<file path="src/design/prt_pkg.sv">
// Shared types and constants for the pending request table.
package prt_pkg;

  localparam int CAPACITY = 16;
  localparam int IDX_W    = $clog2(CAPACITY);
  localparam int CNT_W    = $clog2(CAPACITY + 1);

  localparam int CMD_W    = 2;
  localparam int ADDR_W   = 32;
  localparam int PORT_W   = 16;
  localparam int AGE_W    = 21;
  localparam int LIFE_W   = 20;
  localparam int IVAL_W   = 16;
  localparam int STAT_W   = 2;
  localparam int OCNT_W   = 5;
  localparam int CFG_IDX_W = 4;
  localparam int CFG_DAT_W = 20;

  localparam logic [CMD_W-1:0] CMD_INSERT = 2'd0;
  localparam logic [CMD_W-1:0] CMD_REMOVE = 2'd1;
  localparam logic [CMD_W-1:0] CMD_TICK   = 2'd2;

  localparam logic [STAT_W-1:0] ST_DONE    = 2'd0;
  localparam logic [STAT_W-1:0] ST_MISSING = 2'd1;
  localparam logic [STAT_W-1:0] ST_FULL    = 2'd2;

  localparam logic [CFG_IDX_W-1:0] CFG_LIFETIME = 4'd0;
  localparam logic [CFG_IDX_W-1:0] CFG_INTERVAL = 4'd1;

  localparam logic [LIFE_W-1:0] LIFETIME_RST = 20'd10000;
  localparam logic [IVAL_W-1:0] INTERVAL_RST = 16'd1000;

  typedef struct packed {
    logic [ADDR_W-1:0] addr;
    logic [PORT_W-1:0] port;
    logic [AGE_W-1:0]  age;
  } entry_t;

  typedef struct packed {
    logic              is_tick;
    logic              sweep;
    logic              found;
    logic [ADDR_W-1:0] key_addr;
    logic [PORT_W-1:0] key_port;
    logic [LIFE_W-1:0] lifetime;
  } unit_ctl_t;

  typedef struct packed {
    logic   keep;
    entry_t entry;
  } unit_res_t;

endpackage

</file>
<file path="src/design/pending_request_table_with_aging.sv">
// Top level: pending request table with aging and periodic expiry sweep.
//
// Insert and unused commands are done at the accepting edge and leave busy low; a remove or
// a tick walks the table one entry per cycle through the single table read port. busy is
// high during the walk and start is taken only while busy is low. Each request gives one
// result, shown for exactly one cycle on out_valid in the cycle after the request
// finishes; the receiver cannot stall it. The table is empty right after reset, with no
// clearing pass.
module pending_request_table_with_aging (
  input  logic                           clk,
  input  logic                           rst_n,
  input  logic                           start,
  output logic                           busy,
  input  logic [prt_pkg::CMD_W-1:0]      in_command,
  input  logic [prt_pkg::ADDR_W-1:0]     in_dest_ip,
  input  logic [prt_pkg::PORT_W-1:0]     in_source_port,
  output logic                           out_valid,
  output logic [prt_pkg::STAT_W-1:0]     out_status,
  output logic [prt_pkg::OCNT_W-1:0]     out_entry_count,
  output logic [prt_pkg::OCNT_W-1:0]     out_expired_removed,
  input  logic                           cfg_valid,
  output logic                           cfg_ready,
  input  logic [prt_pkg::CFG_IDX_W-1:0]  cfg_index,
  input  logic [prt_pkg::CFG_DAT_W-1:0]  cfg_data
);
  import prt_pkg::*;

  typedef enum logic {S_IDLE, S_SCAN} state_t;

  state_t            state_r, state_nxt;
  logic [CNT_W-1:0]  count_r, count_nxt;
  logic [CNT_W-1:0]  rd_i_r, rd_i_nxt;
  logic [CNT_W-1:0]  wr_i_r, wr_i_nxt;
  logic [CNT_W-1:0]  expired_r, expired_nxt;
  logic              pend_r, pend_nxt;
  logic              found_r, found_nxt;
  logic              tick_r, tick_nxt;
  logic              sweep_r, sweep_nxt;
  logic [ADDR_W-1:0] key_addr_r, key_addr_nxt;
  logic [PORT_W-1:0] key_port_r, key_port_nxt;
  logic [IVAL_W-1:0] countdown_r, countdown_nxt;
  logic [LIFE_W-1:0] lifetime_r, lifetime_nxt;
  logic [IVAL_W-1:0] interval_r, interval_nxt;
  logic              out_valid_r, out_valid_nxt;
  logic [STAT_W-1:0] out_status_r, out_status_nxt;
  logic [OCNT_W-1:0] out_count_r, out_count_nxt;
  logic [OCNT_W-1:0] out_expired_r, out_expired_nxt;

  entry_t            mem [CAPACITY];
  entry_t            mem_q;
  logic              mem_we;
  logic [IDX_W-1:0]  mem_waddr;
  entry_t            mem_wdata;

  unit_ctl_t         ctl;
  unit_res_t         res;

  assign ctl.is_tick  = tick_r;
  assign ctl.sweep    = sweep_r;
  assign ctl.found    = found_r;
  assign ctl.key_addr = key_addr_r;
  assign ctl.key_port = key_port_r;
  assign ctl.lifetime = lifetime_r;

  prt_entry_unit u_unit (
    .ctl   (ctl),
    .entry (mem_q),
    .res   (res)
  );

  assign busy                = (state_r != S_IDLE);
  assign cfg_ready           = 1'b1;
  assign out_valid           = out_valid_r;
  assign out_status          = out_status_r;
  assign out_entry_count     = out_count_r;
  assign out_expired_removed = out_expired_r;

  always_comb begin
    state_nxt       = state_r;
    count_nxt       = count_r;
    rd_i_nxt        = rd_i_r;
    wr_i_nxt        = wr_i_r;
    expired_nxt     = expired_r;
    pend_nxt        = pend_r;
    found_nxt       = found_r;
    tick_nxt        = tick_r;
    sweep_nxt       = sweep_r;
    key_addr_nxt    = key_addr_r;
    key_port_nxt    = key_port_r;
    countdown_nxt   = countdown_r;
    lifetime_nxt    = lifetime_r;
    interval_nxt    = interval_r;
    out_valid_nxt   = 1'b0;
    out_status_nxt  = out_status_r;
    out_count_nxt   = out_count_r;
    out_expired_nxt = out_expired_r;
    mem_we          = 1'b0;
    mem_waddr       = count_r[IDX_W-1:0];
    mem_wdata       = '{addr: in_dest_ip, port: in_source_port, age: '0};

    if (cfg_valid && cfg_ready) begin
      if (cfg_index == CFG_LIFETIME) begin
        lifetime_nxt = cfg_data[LIFE_W-1:0];
      end else if (cfg_index == CFG_INTERVAL) begin
        interval_nxt = cfg_data[IVAL_W-1:0];
      end
    end

    case (state_r)
      S_IDLE: begin
        if (start) begin
          key_addr_nxt = in_dest_ip;
          key_port_nxt = in_source_port;
          rd_i_nxt     = '0;
          wr_i_nxt     = '0;
          expired_nxt  = '0;
          pend_nxt     = 1'b0;
          found_nxt    = 1'b0;
          sweep_nxt    = 1'b0;
          if (in_command == CMD_INSERT) begin
            out_valid_nxt   = 1'b1;
            out_expired_nxt = '0;
            if (count_r < CNT_W'(CAPACITY)) begin
              mem_we         = 1'b1;
              count_nxt      = count_r + CNT_W'(1);
              out_status_nxt = ST_DONE;
              out_count_nxt  = OCNT_W'(count_r + CNT_W'(1));
            end else begin
              out_status_nxt = ST_FULL;
              out_count_nxt  = OCNT_W'(count_r);
            end
          end else if (in_command == CMD_REMOVE) begin
            tick_nxt  = 1'b0;
            state_nxt = S_SCAN;
          end else if (in_command == CMD_TICK) begin
            tick_nxt  = 1'b1;
            state_nxt = S_SCAN;
            if (countdown_r == '0) begin
              sweep_nxt     = 1'b1;
              countdown_nxt = (interval_r == '0) ? '0 : interval_r - IVAL_W'(1);
            end else begin
              countdown_nxt = countdown_r - IVAL_W'(1);
            end
          end else begin
            out_valid_nxt   = 1'b1;
            out_status_nxt  = ST_DONE;
            out_count_nxt   = OCNT_W'(count_r);
            out_expired_nxt = '0;
          end
        end
      end
      S_SCAN: begin
        pend_nxt = (rd_i_r < count_r);
        if (rd_i_r < count_r) begin
          rd_i_nxt = rd_i_r + CNT_W'(1);
        end
        if (pend_r) begin
          if (res.keep) begin
            mem_we    = 1'b1;
            mem_waddr = wr_i_r[IDX_W-1:0];
            mem_wdata = res.entry;
            wr_i_nxt  = wr_i_r + CNT_W'(1);
          end else if (tick_r) begin
            expired_nxt = expired_r + CNT_W'(1);
          end else begin
            found_nxt = 1'b1;
          end
        end
        if ((rd_i_r == count_r) && !pend_r) begin
          state_nxt       = S_IDLE;
          count_nxt       = wr_i_r;
          out_valid_nxt   = 1'b1;
          out_count_nxt   = OCNT_W'(wr_i_r);
          out_expired_nxt = tick_r ? OCNT_W'(expired_r) : '0;
          out_status_nxt  = (tick_r || found_r) ? ST_DONE : ST_MISSING;
        end
      end
      default: begin
        state_nxt = S_IDLE;
      end
    endcase
  end

  always_ff @(posedge clk) begin
    if (!rst_n) begin
      state_r     <= S_IDLE;
      count_r     <= '0;
      rd_i_r      <= '0;
      wr_i_r      <= '0;
      expired_r   <= '0;
      pend_r      <= 1'b0;
      found_r     <= 1'b0;
      tick_r      <= 1'b0;
      sweep_r     <= 1'b0;
      countdown_r <= '0;
      lifetime_r  <= LIFETIME_RST;
      interval_r  <= INTERVAL_RST;
      out_valid_r <= 1'b0;
    end else begin
      state_r     <= state_nxt;
      count_r     <= count_nxt;
      rd_i_r      <= rd_i_nxt;
      wr_i_r      <= wr_i_nxt;
      expired_r   <= expired_nxt;
      pend_r      <= pend_nxt;
      found_r     <= found_nxt;
      tick_r      <= tick_nxt;
      sweep_r     <= sweep_nxt;
      countdown_r <= countdown_nxt;
      lifetime_r  <= lifetime_nxt;
      interval_r  <= interval_nxt;
      out_valid_r <= out_valid_nxt;
    end
    key_addr_r    <= key_addr_nxt;
    key_port_r    <= key_port_nxt;
    out_status_r  <= out_status_nxt;
    out_count_r   <= out_count_nxt;
    out_expired_r <= out_expired_nxt;
  end

  // entry table: one write and one registered read per cycle
  always_ff @(posedge clk) begin
    if (mem_we) begin
      mem[mem_waddr] <= mem_wdata;
    end
    mem_q <= mem[rd_i_r[IDX_W-1:0]];
  end

endmodule

</file>
<file path="src/design/prt_entry_unit.sv">
// Per-entry evaluation: aging, expiry compare and key match.
module prt_entry_unit (
  input  prt_pkg::unit_ctl_t ctl,
  input  prt_pkg::entry_t    entry,
  output prt_pkg::unit_res_t res
);
  import prt_pkg::*;

  logic [AGE_W-1:0] cap;
  logic [AGE_W-1:0] inc;
  logic [AGE_W-1:0] new_age;
  logic             match;

  assign cap     = AGE_W'(ctl.lifetime) + AGE_W'(1);
  assign inc     = entry.age + AGE_W'(1);
  assign new_age = (inc > cap) ? cap : inc;
  assign match   = (entry.addr == ctl.key_addr) && (entry.port == ctl.key_port);

  always_comb begin
    res.entry = entry;
    if (ctl.is_tick) begin
      res.entry.age = new_age;
      res.keep      = !(ctl.sweep && (new_age > AGE_W'(ctl.lifetime)));
    end else begin
      res.keep = !(match && !ctl.found);
    end
  end

endmodule

</file>
<file path="config.mk">
export PLATFORM = sky130hd
export DESIGN_NAME = pending_request_table_with_aging
export DESIGN_NICKNAME = d
export VERILOG_FILES = /design/src/design/prt_pkg.sv /design/src/design/pending_request_table_with_aging.sv /design/src/design/prt_entry_unit.sv
export SDC_FILE = /design/constraint.sdc
export NUM_CORES = 1
export LEC_CHECK = 0
export BUFFER_PORTS_ARGS = -buffer_cell sky130_fd_sc_hd__buf_4
export CORE_UTILIZATION = 45
export CTS_CLUSTER_SIZE = 8
export DETAILED_ROUTE_END_ITERATION = 12
export HOLD_SLACK_MARGIN = 0.12
export REMOVE_ABC_BUFFERS = 1
export SLEW_MARGIN = 15
export SYNTH_ARGS = -nofsm -noshare
export SYNTH_HDL_FRONTEND = slang
export SYNTH_HIERARCHICAL = 1
export SYNTH_SLANG_ARGS = --single-unit
</file>
<file path="constraint.sdc">
create_clock -name clk -period 7.9 [get_ports clk]
set_input_delay 0.395 -clock clk [delete_from_list [all_inputs] [get_ports clk]]
set_output_delay 0.395 -clock clk [all_outputs]
set_load 0.03 [all_outputs]
</file>
## Word level (Yosys, flattened, before mapping)

Memory sizes are Yosys's and may differ from the RTL's. A register that Yosys moved wholly into a read port is not among the register bits.
Cells that the tools add are included.

- Multiplexer cells: 78
- Order comparisons: 4
- Equal/unequal tests: 17
- Reduce and logical (&&, ||, !) cells: 25
- Bitwise logic cells: 4
- Add/subtract/negate cells: 8

Operators by type and width:

| kind | count |
|---|---|
| 2-to-1 mux 69 bit | 3 |
| 2-to-1 mux 5 bit | 21 |
| case mux 5 bit (2 select lines) | 6 |
| 2-to-1 mux 21 bit | 2 |
| == test 32 bit | 1 |
| zero test 16 bit | 2 |
| 2-to-1 mux 16 bit | 2 |
| subtractor 16 x 1 -> 16 bit, second input constant | 2 |
| 2-to-1 mux 1 bit | 29 |
| adder 20 x 1 -> 21 bit, second input constant | 1 |
| adder 21 x 1 -> 21 bit, second input constant | 1 |
| greater-than comparator 21 x 20 -> 1 bit | 1 |
| greater-than comparator 21 bit | 1 |
| adder 5 x 1 -> 5 bit, second input constant | 4 |
| == test 16 bit | 1 |
| AND reduction 4 bit | 4 |
| 2-to-1 mux 2 bit | 6 |
| 2-to-1 mux 4 bit | 3 |
| != test 2 x 1 -> 1 bit, second input constant | 5 |
| case mux 1 bit (2 select lines) | 5 |
| AND reduction 3 bit | 3 |
| != test 2 bit, second input constant | 4 |
| != test 3 bit, second input constant | 2 |
| AND reduction 2 bit | 3 |
| 15 further kinds | 24 |

- Memories kept: 1
- Input bits: 78
- Register bits after elaboration: 138
- RAM bits: 1,104

Memory list:

| memory | words | bits a word | read ports | clocked after memory_dff | write ports | RTL line | RTL |
|---|---|---|---|---|---|---|---|
| mem | 16 | 69 | 1 | 1 | 1 | pending_request_table_with_aging.sv:49 | `entry_t mem [CAPACITY];` |

## Longest topological paths before layout

- Depth after elaboration: 12
- Depth in mapped cells: 27
- Gate-level depth less buffers: 25

## Cells and area by module

Netlist, hierarchy kept.

Modules (own cells, without submodules):

| module | cells an instance | area an instance (um^2) | instances | seq. area each (um^2) |
|---|---|---|---|---|
| pending_request_table_with_aging | 2,398 | 49,685.2 | 1 | 37,896.3 |
| prt_entry_unit | 494 | 3,590.9 | 1 | 0.0 |

## Worst setup path before layout

OpenSTA, ideal clock, no wires.

- Path type: register to register
- Start: register mem_q[0] (netlist name)
- End: memory mem[13][0] in the netlist's numbering (enable)
- Path buffers: 3
- Cell stages (with the launch flop): 27
- Required time: 7,403 ps
- Slack: -621 ps
- Setup time: 497 ps
- Data arrival time: 8,024 ps
- Clock period less this slack: 8,521 ps
- Cell sequence: dfxtp_1 -> ha_1 -> nand4_1 -> nor4_4 -> nand3_1 -> xor2_1 -> inv_1 -> ha_1 -> nand4_2 -> nor3_4 -> nand3_2 -> nor2b_1 -> buf_4 -> buf_6 -> nor3_1 -> nor2_1 -> ha_1 -> a211o_1 -> a2111oi_0 -> o211ai_1 -> o2bb2ai_1 -> nor3_1 -> and3_1 -> clkbuf_1 -> o21a_1 -> a32oi_1 -> nor2_1

RTL lines:

| item | RTL line |
|---|---|
| end, declared | pending_request_table_with_aging.sv:49 |

==> impl_metrics.toml <==
[status]
run_status = "complete, no violations"

[global_route]
grt_max_degree = 117
busiest_layer = "met2"
grt_util_met2_pct = 34.8
grt_usage_pct = 21.8
grt_use_met1_pct = 31.3
grt-ovfl-total = 0
grt_pass1_wl_um = 193000
grt_pass1_vias = 29071
grt_use_met3_pct = 3.70
antenna_found_initial = 2

[worst_setup_path]
reg2reg_from = "mem_q[0]$_DFF_P_"
worstPathMaxFanout = 34
rr_worst_depth = 29
critPathLaunchType = "flop"
required_ns = 8.28
max_stage_delay_ns = 0.54
r2r-end = "mem[12][31]$_DFFE_PP_"
crit_arrival_ns = 7.87
cpMaxStageDelayCell = "buf_4"
rrSetupSlack_ns = 0.40
crit_top_cell = "buf_4"
critPathKind = "flop to flop"
worstSetupEndpointType = "flop"

[clocking]
cts_buffers = 182
htree_num_levels = 4
cts_max_path_buffers = 3
clkSinkCount = 1311
clockRootBuffer = "clkbuf_16"
cts_tree = "built"
clk_pin_slew_ns = 0.05
worstSkewPairLatency_ns = 0.77

[synthesis]
synth.distinct_cells = 87
synth_common_cells = "edfxtp_1, mux4_2, nand2_1, dfxtp_1, nor2_1"
synth_top_cell_by_area = "edfxtp_1"
yosysSeqAreaShare_pct = 71.1
synth.avg_cell_area_um2 = 18.4
synth_edf_count = 1164
ys_ff_latch = 1311
synth.area.top_cells = "edfxtp_1, mux4_2, dfxtp_1"
yosysTopAreaCellShare_pct = 65.6
syn_inst = 2892
yosysWarnings = 6
synth_most_common_cell = "edfxtp_1"
synth-main-ff-cell = "edfxtp_1"
netlist_area_um2 = 53300
async_reset_ff_share_pct = 0

[placement]
dp_cells = 4442
pre_cts_ws_ns = 0.0919
portBuffers = 91
dp_hpwl_um = 78900
place_congestion = 0.824
place_area_um2 = 56200

[min_path]
hold_path_depth = 6
hp-start = "in_command[1]"
hp-class = "input pin to flop"
worstHoldEndpoint = "out_valid$_SDFF_PN0_"

[power]
seq_power_share_pct = 49.0
p_comb_share_pct = 5.3
power_switching_mw = 3.40
irDropWorstVdd_uv = 239
swShare_pct = 21.6
clkPwrFrac_pct = 45.8
p_int_mw = 12.3
powerDensity_nw_per_um2 = 251
power.leakage_nw = 20.4
power.total_mw = 15.7

[routing]
viasPerCell = 5.81
vias = 28253
drtAntennaViolNets = 0
wirelength_um = 131000
drt_iter0_markers = 2819
wire_per_inst_um = 26.9
dr.pass1.iters = 6
drt_drc_violations_left = 0

[sta]
finalCritPeriodShare_pct = 94.9
skew_ns = 0.0337
hold_ws_ns = 0.189
timing_hold_violations_final = 0
setup_ws_ns = 0.403
setup_viol = 0
slew_viol_final = 0
max_freq_ghz = 0.133
min_period_ns = 7.50
worstMarginPinSlew_ns = 1.07
slew_headroom_pct = 28.6

[finish]
area_growth_pct = 17.5
antenna_cells = 0
final_area_um2 = 62600
drive_above_1_share_pct = 25.5
fin_cells = 4867
layout.nets = 3342

[flow_run]
cap_viol_max_count = 0

[die]
start_util_pct = 45.6
chipWidth_um = 346
core_um2 = 117000
io_pins = 93
dieArea_um2 = 120000
row_count = 125
die_y_um = 346
-- area by class of cell --
| type | instances | area, um2 |
|---|---|---|
| repair buffers | 314 | 3010 |
| clock buffers | 308 | 5100 |
| flip-flops and latches | 1311 | 37900 |
| multi-input cells | 1352 | 14300 |
| inverters | 45 | 170 |
| clock inverters | 13 | 223 |
| well taps | 1524 | 1910 |
| fillers | 9056 | 54200 |
-- per-stage QoR --
| stage | setup TNS (ns) | util (%) |
|---|---|---|
| 2_1_floorplan | -2852.64 | - |
| 3_3_place_gp | 0 | 48.1 |
| 3_5_place_dp | 0 | 48.1 |
| 4_1_cts | 0 | 53.3 |
| 5_1_grt | -0.00101 | 53.6 |
| 6_report | 0 | 53.6 |
-- state kept, by name, indices dropped and copies added (netlist names), 2 cells and up --
| signal | count |
|---|---|
| count_r | 5 |
| countdown_r | 16 |
| expired_r | 5 |
| interval_r | 16 |
| key_addr_r | 32 |
| key_port_r | 16 |
| lifetime_r | 20 |
| mem | 1104 |
| mem_q | 69 |
| out_entry_count | 5 |
| out_expired_removed | 5 |
| out_status | 2 |
| rd_i_r | 5 |
| wr_i_r | 5 |
-- layer usage --
metal,vias up,wire [um]
met5,-,16
met4,2,2290
met3,187,8670
met2,1055,63300
met1,14804,56700
li1,12205,-
-- power by group through the flow --
stage	registers, mW	logic (mW)	clock network [mW]
floorplan	7.87	0.491	0
global placement	7.84	0.783	0
detailed placement	7.84	0.791	0
CTS	7.71	0.826	7.34
global route	7.71	0.896	7.63
finish	7.71	0.829	7.20
-- timing repair --
item / 4_1_cts / 5_1_grt
resized for setup: 0 / 10
buffers inserted: 0 / 24
hold buffers: 75 / 0
endpoints found under the hold margin: 116 / 0
endpoints found under the setup margin: 0 / 536
-- layout by cell type (no fill, tap or decap), drive strengths merged, types with 8 or more instances in the layout --
master and n:
a211oi 9, nor4 28, buf 239, mux2i 19, nand2 259, clkbuf 308, nor2 96, inv 47
o211ai 9, o21ai 33, o21a 8, nand3 56, ha 58, dlygate4sd3 75, edfxtp 1164, xor2 34
clkinv 11, a21oi 64, o31ai 13, and2 26, nor3 49, nand4 34, and3 19, a31oi 10
a21boi 11, mux4 345, dfxtp 147, xnor2 73
-- kinds of logic (layout without fill, tap and decap cells) --
kind of cell | after synthesis | after routing | synth area share [%]
other | 1 | 1 | 0.00704
AOI/OAI and AO/OA | 209 | 209 | 2.60
DFF | 1311 | 1311 | 71.1
muxes | 368 | 368 | 15.0
xor gates and xnor gates | 107 | 107 | 1.80
adders and majority gates | 58 | 58 | 1.36
buffers and inverters | 234 | 680 | 2.41
and+or+nand+nor | 604 | 609 | 5.66
-- how the worst max path moves through the flow --
stage	end	cells after the start	slack, ns	start
5_1_grt	mem[12][61]$_DFFE_PP_	29	-0.0008	mem_q[0]$_DFF_P_
4_1_cts	mem[6][29]$_DFFE_PP_	28	0.06	mem_q[0]$_DFF_P_
3_5_place_dp	mem[6][41]$_DFFE_PP_	28	0.09	mem_q[0]$_DFF_P_
2_1_floorplan	count_r[3]$_SDFFE_PN0P_	7	-4.87	rd_i_r[0]$_SDFFE_PN0P_
6_report	mem[12][31]$_DFFE_PP_	29	0.40	mem_q[0]$_DFF_P_
3_3_place_gp	mem[10][4]$_DFFE_PP_	29	0.12	mem_q[0]$_DFF_P_
-- worst max-delay path, delay by kind of cell (launching register included) --
kind	cells	cell delay, ns
XOR/XNOR	1	0.30
adder cells (fa/ha/maj)	3	0.98
buffers and inverters	8	1.93
flip-flops	1	0.45
AND/OR/NAND/NOR	11	2.21
AO/OA/AOI/OAI	6	1.21
No activity file was read; power rests on OpenSTA's default activity.
